--- src/hdl/tsb_pkg.sv ---
// ----------------------------------------------------------------------------
// tsb_pkg
// Types, codes and constants shared by the two-stack shared buffer files.
// ----------------------------------------------------------------------------
package tsb_pkg;

   localparam int DEPTH_DEFAULT      = 256;
   localparam int DATA_WIDTH_DEFAULT = 32;

   localparam int VALUE_WIDTH    = 32;
   localparam int COUNT_WIDTH    = 9;
   localparam int CSR_DATA_WIDTH = 32;
   localparam int CSR_ADDR_WIDTH = 3;

   localparam logic [COUNT_WIDTH-1:0] CAP_RESET = 9'd256;
   localparam logic                   CSR_IDX_CAPACITY = 1'b0;

   typedef enum logic [1:0] {
      ACT_PUSH_A = 2'd0,
      ACT_POP_A  = 2'd1,
      ACT_PUSH_B = 2'd2,
      ACT_POP_B  = 2'd3
   } action_type;

   typedef enum logic [1:0] {
      STAT_OK    = 2'd0,
      STAT_FULL  = 2'd1,
      STAT_EMPTY = 2'd2
   } status_type;

   typedef enum logic [1:0] {
      S_IDLE,
      S_EXEC,
      S_FILL
   } state_type;

   typedef struct packed {
      logic capture;
      logic exec;
      logic fill;
      logic emit;
   } cmd_type;

   typedef struct packed {
      logic need_fill;
   } stat_type;

endpackage

--- src/hdl/tsb_controller.sv ---
// ----------------------------------------------------------------------------
// tsb_controller
// Sequences one item: capture, execute, optional top refill, respond.
// ----------------------------------------------------------------------------
module tsb_controller import tsb_pkg::*; (
   input  logic     clock,
   input  logic     reset,
   input  logic     req_valid,
   output logic     req_ready,
   output logic     rsp_valid,
   input  logic     rsp_ready,
   input  stat_type stat,
   output cmd_type  cmd
);

   state_type state_ff, state_in;
   logic      rsp_valid_ff, rsp_valid_in;
   logic      slot_free;

   assign slot_free = !rsp_valid_ff || rsp_ready;

   always_ff @(posedge clock) begin
      if (reset) begin
         state_ff     <= S_IDLE;
         rsp_valid_ff <= 1'b0;
      end else begin
         state_ff     <= state_in;
         rsp_valid_ff <= rsp_valid_in;
      end
   end

   always_comb begin
      state_in  = state_ff;
      cmd       = '0;
      req_ready = 1'b0;
      unique case (state_ff)
         S_IDLE: begin
            req_ready = 1'b1;
            if (req_valid) begin
               cmd.capture = 1'b1;
               state_in    = S_EXEC;
            end
         end
         S_EXEC: begin
            if (stat.need_fill) begin
               cmd.exec = 1'b1;
               state_in = S_FILL;
            end else if (slot_free) begin
               cmd.exec = 1'b1;
               cmd.emit = 1'b1;
               state_in = S_IDLE;
            end
         end
         S_FILL: begin
            if (slot_free) begin
               cmd.fill = 1'b1;
               cmd.emit = 1'b1;
               state_in = S_IDLE;
            end
         end
         default: begin
            state_in = S_IDLE;
         end
      endcase
      rsp_valid_in = cmd.emit ? 1'b1 : (rsp_ready ? 1'b0 : rsp_valid_ff);
   end

   assign rsp_valid = rsp_valid_ff;

   a_emit_slot: assert property (@(posedge clock) disable iff (reset)
      cmd.emit |-> (!rsp_valid_ff || rsp_ready))
      else $error("response emitted over a pending item");

   a_accept_exec: assert property (@(posedge clock) disable iff (reset)
      (req_valid && req_ready) |=> (state_ff == S_EXEC))
      else $error("accepted item not executed");

   a_fill_order: assert property (@(posedge clock) disable iff (reset)
      (state_ff == S_FILL) |-> ($past(state_ff) == S_EXEC || $past(state_ff) == S_FILL))
      else $error("refill entered without execute");

endmodule
--- config.mk ---
export PLATFORM = sky130hd
export DESIGN_NAME = tsb_controller
export DESIGN_NICKNAME = d
export VERILOG_FILES = /design/src/hdl/tsb_pkg.sv /design/src/hdl/tsb_controller.sv
export SDC_FILE = /design/constraint.sdc
export NUM_CORES = 1
export LEC_CHECK = 0
export ABC_AREA = 1
export BUFFER_PORTS_ARGS = -buffer_cell sky130_fd_sc_hd__buf_2
export CAP_MARGIN = 20
export CORE_AREA = 4 4 41 43
export CTS_CLUSTER_DIAMETER = 30
export DETAILED_ROUTE_END_ITERATION = 16
export DIE_AREA = 0 0 45 47
export GPL_TIMING_DRIVEN = 0
export HOLD_SLACK_MARGIN = 0.03
export PLACE_DENSITY = 0.49
export RECOVER_POWER = 50
export SKIP_CTS_REPAIR_TIMING = 1
export SLEW_MARGIN = 20
export SYNTH_ARGS = -nofsm -noshare
export SYNTH_HDL_FRONTEND = slang
export SYNTH_SLANG_ARGS = --single-unit
--- constraint.sdc ---
create_clock -name clock -period 3.1 [get_ports clock]
set_clock_uncertainty 0.05 [all_clocks]
set_input_delay 0.155 -clock clock [delete_from_list [all_inputs] [get_ports clock]]
set_output_delay 0.155 -clock clock [all_outputs]
set_load 0.02 [all_outputs]
After elaboration in Yosys (flattened, before gate mapping)

Index checks and enable logic that the tools add are counted.

Mux-type cells: 16
Reductions and logical operators: 4
Eq/ne operators: 3

Operators with widths:

| cell                                                             | number |
|---|---|
| 1-bit 2-to-1 mux                                                 | 10 |
| 2-bit 2-to-1 mux                                                 | 4 |
| 2-bit one-hot mux with 3 select lines                            | 1 |
| 2-bit by 1-bit == test with 1-bit output (second input constant) | 1 |
| 2-bit == test (second input constant)                            | 1 |
| 2-bit zero test                                                  | 1 |
| 2-bit != test (second input constant)                            | 1 |
| 1-bit one-hot mux with 2 select lines                            | 1 |
| 2-bit nonzero test                                               | 1 |
| 1-bit zero test                                                  | 1 |
| 1-bit logical OR                                                 | 1 |

Output and inout port bits: 6
Bits in registers: 3
Bits of input ports: 5
Logic and storage cells: 25

Logic depth before layout (Yosys ltp)

Gate-level depths: netlist (run 1).

Depth in word-level cells: 6
Gate-level depth with buffers: 8

Worst setup path after synthesis (run 1)

Ideal clock, no wire load.

Path kind: register to register
Start point: register state_ff[0]
End point: register state_ff[1]
Arrival: 1.079 ns
Setup slack: 1.855 ns
Setup time: 0.116 ns
Data required time: 2.934 ns
Buffers on the path: 0
Stages on the path, launching flop included: 8
Cell sequence: dfxtp_1 inv_1 ha_1 inv_2 nor2_2 nor2_2 nand3_1 a21oi_1

Word-level cells in the longest chain between the ends: 2

Ends and longest elaborated chain:

| element                                                                | line                 | source |
|---|---|---|
| start, declared                                                        | tsb_controller.sv:16 | `state_type state_ff, state_in;` |
| start signal, assigned                                                 | tsb_controller.sv:27 | `state_ff <= state_in;` |
| 2-bit == test, or another cell as far along                            | tsb_controller.sv:36 | `unique case (state_ff)` |
| 2-bit one-hot mux with 3 select lines or 2-bit != test (tied branches) | -                    |  |

Several ways; a longest one is shown, not always the timed one.
A chain may end at the register's enable or synchronous reset.

==> results of run 1 <==
-- registers in the layout, summed over array words and instances (netlist names) --
register / flops
rsp_valid: 1
state_ff: 2
-- cell type report --
class	instances	area, sq um
fill	160	950
multi-input combinational	27	158
sequential	3	60.1
timing repair buffer	10	47.5
inverter	9	33.8
clock buffer	4	26.3
tap	15	18.8
buffer	1	7.51
-- metrics by stage --
| stage | utilization [%] | setup slack, ns | total power, mW |
|---|---|---|---|
| 6_report | 27.0 | 1.47 | 0.150 |
| 5_1_grt | 27.0 | 1.35 | 0.162 |
| 4_1_cts | 27.4 | 1.44 | 0.157 |
| 3_5_place_dp | 25.4 | 1.70 | 0.0849 |
| 3_3_place_gp | 25.4 | 1.69 | 0.0845 |
| 2_1_floorplan | - | 1.86 | 0.0727 |
-- routing by layer --
metal	wire [um]	track usage (%)
met1	224	7.05
met2	254	7.91
met3	23	0
met4	0	7.02
met5	0	0
-- synth_stat cells (all sizes together) --
cell,n
a21oi,3
buf,1
dfxtp,3
ha,4
inv,9
nand2,11
nand3,1
nor2,5
o21ai,2
or2,1
-- worst max-delay path, stage by stage (launching register included) --
cell	delay (ns)
dfxtp_1	0.37
inv_1	0.10
ha_1	0.21
inv_1	0.07
nand2_1	0.06
nand2_1	0.08
nor2_1	0.04
buf_4	0.11
buf_2	0.15
-- kinds of logic (layout without fill, tap and decap cells) --
logic type,Yosys count,count (layout),share of synthesized area [%]
AOI/OAI and AO/OA,5,5,11.0
DFF,3,3,23.0
buffers and inverters,10,24,15.8
and+or+nand+nor,18,18,31.1
adders and majority gates,4,4,19.1
-- report_power, final --
group | internal (mW) | total, mW | switching, mW
sequential | 0.0411 | 0.0432 | 0.00213
combinational | 0.0147 | 0.0393 | 0.0246
clock | 0.0482 | 0.0674 | 0.0192
total | 0.104 | 0.150 | 0.0460
-- worst max-delay path by stage --
stage             endpoint  depth (start not counted)   startpoint
2_1_floorplan  state_ff[1]                          7  state_ff[0]
3_3_place_gp        cmd[0]                          8  state_ff[0]
3_5_place_dp        cmd[0]                          8  state_ff[0]
4_1_cts             cmd[0]                          8  state_ff[0]
5_1_grt             cmd[0]                          8  state_ff[0]
6_report            cmd[0]                          8  state_ff[0]
-- placed cells by master (no fill, tap or decap), types with 2 or more instances in the layout --
cell	n
a21oi_1	2
buf_2	8
clkbuf_1	3
clkbuf_4	3
dfxtp_1	3
ha_1	4
inv_1	8
nand2_1	10
nor2_1	3
nor2_2	2
==> results.cfg, run 1 <==
[die]
core_sq_um = 1300
start_util_pct = 20.1
rows = 13
ios = 11
die_area_sq_um = 2120
die_h_um = 47
die_w_um = 45

[logic_synthesis]
synth_warnings = 0
synth_seq_cells = 3
syn-num-nets = 49
synth_top_area_cell = dfxtp_1
yosysUniqueCellTypes = 15
synthDominantCellAreaShare_pct = 23.0
yosysSeqAreaShare_pct = 23.0
synth_top_cells_by_area = dfxtp_1, ha_1, nand2_1
syn_inst = 40
synth_area_per_cell_sq_um = 6.54
synth_area_sq_um = 262

[routing]
num_vias = 260
drt-pass1-iter-count = 1
routedWlPerCell_um = 7.29
drc = 0
drt_iter0_markers = 0
antenna_left = 0
via_per_inst = 3.77
totalWireLength_um = 503

[timing]
worst_slew_pin_slew_ns = 0.250
finalSetupTns_ns = 0
finalCriticalPeriod_ns = 1.63
slew_violations = 0
slew_headroom_pct = 83.4
timing.final.hold_violations = 0
fin_crit_sh_pct = 52.5
finalSetupViolations = 0
hold_slack_ns = 0.0654
max_freq_ghz = 0.614
grt_setup_unrepaired = no

[final_layout]
final_cells = 69
area_growth_pct = 34.4
final_nets = 64
diodes = 0
final_cell_area_sq_um = 352
drive_gt1_share_pct = 33.3

[cts]
cts_root_buf = clkbuf_4
numCtsBuffers = 3
clk_latency_ns = 0.23
clock_path_buffers = 2
cts_tree = done
clock_sinks = 3
path_clk_slew_ns = 0.03
htreeDepth = 1

[power]
peakVddDrop_v = 0.000157
cellLeakagePower_nw = 0.204
power_density_nw_per_um2 = 426

[job]
max-cap-violations = 0

[run_status]
status = finished, final reports clean

[critical_path]
cp-start-kind = flop
critPathCaptureType = primary output
crit_fanout = 4
reg2reg_from = state_ff[0]
criticalPathCategory = flop to primary output
worstReg2RegEnd = state_ff[1]
r2r_cells = 7
reg2reg_slack_ns = 1.81
worstPathRequired_ns = 2.89
cp.arrival_ns = 1.42

[worst_hold_path]
holdPathStages = 2
holdCritStartpoint = reset
hold_path_class = primary input to flop
holdPathEnd = state_ff[0]

[placement]
numPortBuffers = 10
dp.cells = 65
place_hpwl_um = 436
placed_area_sq_um = 330
gp_congestion = 0.637

[grt]
antenna_found_initial = 0
grt_pass1_vias = 226
grt_util_all_layers_pct = 5.61
grt_pass1_wl_um = 834
globalRoute.totalOverflow = 0
grt_max_degree = 6
(Power assumes the default switching activity.)
==> run 2, diff against run 1 <==
- clock period: 3.1 -> 1.5 ns (I/O delays scaled with it)
==> results.cfg, run 2 (synthesis results as in run 1) <==
[timing]
finalSetupTns_ns = 0
finalSetupViolations = 0
worst_slew_pin_slew_ns = 0.250
slew_headroom_pct = 83.4
finalCriticalPeriod_ns = 1.45
fin_crit_sh_pct = 97.0
fin_ws_ns = 0.0451
hold_slack_ns = 0.0891
slew_violations = 0
timing.final.hold_violations = 0
max_freq_ghz = 0.687

[die]
die_w_um = 45
die_area_sq_um = 2120
start_util_pct = 20.1
core_sq_um = 1300
die_h_um = 47
rows = 13
ios = 11

[critical_path]
cp-start-kind = flop
criticalPathCategory = flop to primary output
worstPathRequired_ns = 1.37
critPathCaptureType = primary output
cp.arrival_ns = 1.33
crit_fanout = 4

[cts]
numCtsBuffers = 3
htreeDepth = 1
cts_root_buf = clkbuf_4
cts_tree = done
clock_sinks = 3
clk_latency_ns = 0.23
path_clk_slew_ns = 0.03
clock_path_buffers = 2

[final_layout]
final_nets = 66
top_register = state_ff
n_fill_cell = 150
final_cell_area_sq_um = 413
fin_util_pct = 31.7
largest_reg_flops = 2
final_cell_mix = nand2_1, buf_2, inv_1
final_common_cell = nand2_1
diodes = 0
drive_gt1_share_pct = 48.2
area_growth_pct = 57.9

[grt]
grt_max_degree = 6
grt_pass1_vias = 226
busiest_layer = met2
antenna_found_initial = 0
globalRoute.totalOverflow = 0
grt_use_met3_pct = 0
grt_use_met1_pct = 7.05
use_met2_pct = 7.91
grt_util_all_layers_pct = 5.61
grt_pass1_wl_um = 834

[job]
max-cap-violations = 0

[power]
cellLeakagePower_nw = 0.217
internal_power_mw = 0.223
power_density_nw_per_um2 = 791
seqPwrFrac_pct = 28.3
peakVddDrop_v = 0.000328
switchingPower_mw = 0.104
comb_power_share_pct = 28.8
netSwitchingFraction_pct = 31.7
clkPwrFrac_pct = 42.8

[placement]
place_hpwl_um = 436
pre_cts_ws_ns = 0.176
numPortBuffers = 10
placed_area_sq_um = 330
gp_congestion = 0.637

[routing]
routedWlPerCell_um = 7.94
drt_iter0_markers = 0
totalWireLength_um = 564
drt-pass1-iter-count = 1
via_per_inst = 3.68
antenna_left = 0
num_vias = 261
drc = 0

[run_status]
status = finished, final reports clean

[worst_hold_path]
hold_path_class = primary input to flop
[run 2: cell count changes in the layout (fill, tap and decap cells not counted), sizes merged]
cell	delta
buf	+2
clkbuf	-1
dlygate4sd3	+1
[run 2: area by class of cell]
cell class              count  area, sq um  area share (%)
flip-flops and latches      3         67.6            16.4
clock buffers               4         26.3            6.36
well taps                  15         18.8            4.55
repair buffers             12         68.8            16.7
multi-input cells          27          185            44.8
inverters                   9         38.8            9.39
plain buffers               1         7.51            1.82
[run 2: final timing paths]
kind                    start     endpoint  depth (start not counted)  slack, ns
setup / recovery  state_ff[0]       cmd[0]                          6       0.05
hold reg to reg   state_ff[1]  state_ff[1]                          2       0.48
setup reg to reg  state_ff[0]  state_ff[1]                          7       0.27
hold / removal      req_valid  state_ff[1]                          4       0.09
[run 2: stage by stage]
stage	instances	power, mW
after floorplan	40	0.150
after global placement	65	0.175
after detailed placement	65	0.175
after CTS	69	0.324
after global routing	71	0.351
final	71	0.327
[run 2: worst max-delay path, stage by stage, from the launching register on]
cell	delay, ns
dfxtp_4	0.38
inv_4	0.05
ha_1	0.28
nand2_1	0.08
nor2_1	0.05
buf_4	0.12
buf_4	0.14
[run 2: power by group through the flow]
stage | Combinational (mW) | Clock (mW) | Sequential (mW)
2_1_floorplan | 0.0597 | 0 | 0.0906
3_3_place_gp | 0.0840 | 0 | 0.0907
3_5_place_dp | 0.0847 | 0 | 0.0907
4_1_cts | 0.0849 | 0.149 | 0.0894
5_1_grt | 0.106 | 0.152 | 0.0931
6_report | 0.0942 | 0.140 | 0.0926
[run 2: layer usage]
metal,share of wire [%],wire length (um)
met3,4.1,23
met5,0,0
met4,0,0
met2,51,290
met1,44,250
==> run 3, diff against run 2 <==
- REMOVE_ABC_BUFFERS: default -> 1
==> results.cfg, run 3 (synthesis results as in run 1) <==
[routing]
num_vias = 273
totalWireLength_um = 579
antenna_left = 0
via_per_inst = 3.96
drt_iter0_markers = 1
routedWlPerCell_um = 8.39
drt-pass1-iter-count = 2
drc = 0

[power]
p_total_mw = 0.319
cellLeakagePower_nw = 0.200
peakVddDrop_v = 0.000191
power_density_nw_per_um2 = 859

[die]
die_w_um = 45
die_h_um = 47
core_sq_um = 1300
rows = 13
ios = 11
start_util_pct = 20.1
die_area_sq_um = 2120

[timing]
max_freq_ghz = 0.707
slew_violations = 0
timing.final.hold_violations = 0
fin_crit_sh_pct = 94.2
finalSetupTns_ns = 0
finalCriticalPeriod_ns = 1.41
worst_slew_pin_slew_ns = 0.255
slew_headroom_pct = 83.1
fin_ws_ns = 0.0863
hold_slack_ns = 0.0986
finalSetupViolations = 0

[placement]
gp_congestion = 0.665
dp.cells = 64
placed_area_sq_um = 323
place_hpwl_um = 447
pre_cts_ws_ns = 0.215
numPortBuffers = 10

[final_layout]
final_cells = 69
largest_reg_flops = 2
diodes = 0
final_cell_area_sq_um = 372
final_common_cell = nand2_1
area_growth_pct = 42.1
drive_gt1_share_pct = 46.3
fin_util_pct = 28.6
final_nets = 64
top_register = state_ff
final_cell_mix = nand2_1, buf_2, inv_1

[critical_path]
critPathCaptureType = primary output
criticalPathCategory = flop to primary output
cp.arrival_ns = 1.29
worstPathRequired_ns = 1.37
crit_fanout = 4
reg2reg_slack_ns = 0.29
cp-start-kind = flop

[grt]
antenna_found_initial = 0
globalRoute.totalOverflow = 0
grt_max_degree = 6
grt_pass1_wl_um = 786
grt_util_all_layers_pct = 5.21
grt_pass1_vias = 205

[job]
max-cap-violations = 0

[cts]
path_clk_slew_ns = 0.04
cts_root_buf = clkbuf_4
clock_path_buffers = 2
clk_latency_ns = 0.23
numCtsBuffers = 3
htreeDepth = 1
clock_sinks = 3
cts_tree = done

[worst_hold_path]
hold_path_class = primary input to flop

[run_status]
status = finished, final reports clean
[run 3: cell types whose count changed in the layout (fill, tap and decap cells not counted)]
cell / previous run / this run
nand2_1: 10 / 9
buf_2: 8 / 7
dfxtp_4: 2 / 1
nand2_2: 1 / 2
clkbuf_1: 2 / 3
inv_4: 2 / 0
ha_4: 2 / 0
ha_2: 0 / 2
dfxtp_2: 0 / 1
inv_2: 1 / 3
buf_4: 3 / 1
[run 3: path summary, 6_finish.rpt]
kind | to | from | cells past startpoint
worst max-delay path | cmd[0] | state_ff[0] | 7
worst min-delay path | state_ff[1] | req_valid | 4
worst max register to register | state_ff[1] | state_ff[0] | 7
worst min register to register | state_ff[1] | state_ff[1] | 2
[run 3: worst max-delay path, stage by stage, from the launching register on]
cell and delay [ns]:
dfxtp_4 0.35, inv_2 0.07, ha_2 0.17, inv_1 0.06, nand2_1 0.09, nand2_2 0.08, nor2_2 0.10, buf_4 0.14
[run 3: final cells by class]
class | instances | area (sq um)
inverters | 9 | 33.8
repair buffers | 11 | 60.1
well taps | 15 | 18.8
flip-flops and latches | 3 | 65.1
multi-input cells | 27 | 168
fillers | 164 | 930
clock buffers | 4 | 26.3
[run 3: per-layer routing]
layer | track usage, % | wire (um) | share of wire (%) | vias to the layer above
li1 | - | - | - | 147
met1 | 5.88 | 266 | 46 | 117
met2 | 7.91 | 266 | 46 | 9
met3 | 2.30 | 46 | 7.9 | 0
met4 | 3.51 | 0 | 0 | 0
met5 | 0 | 0 | 0 | -
[run 3: power breakdown]
part / internal, mW / switching, mW
logic: 0.0331 / 0.0522
registers: 0.0855 / 0.00564
clock network: 0.0998 / 0.0429
total: 0.218 / 0.101
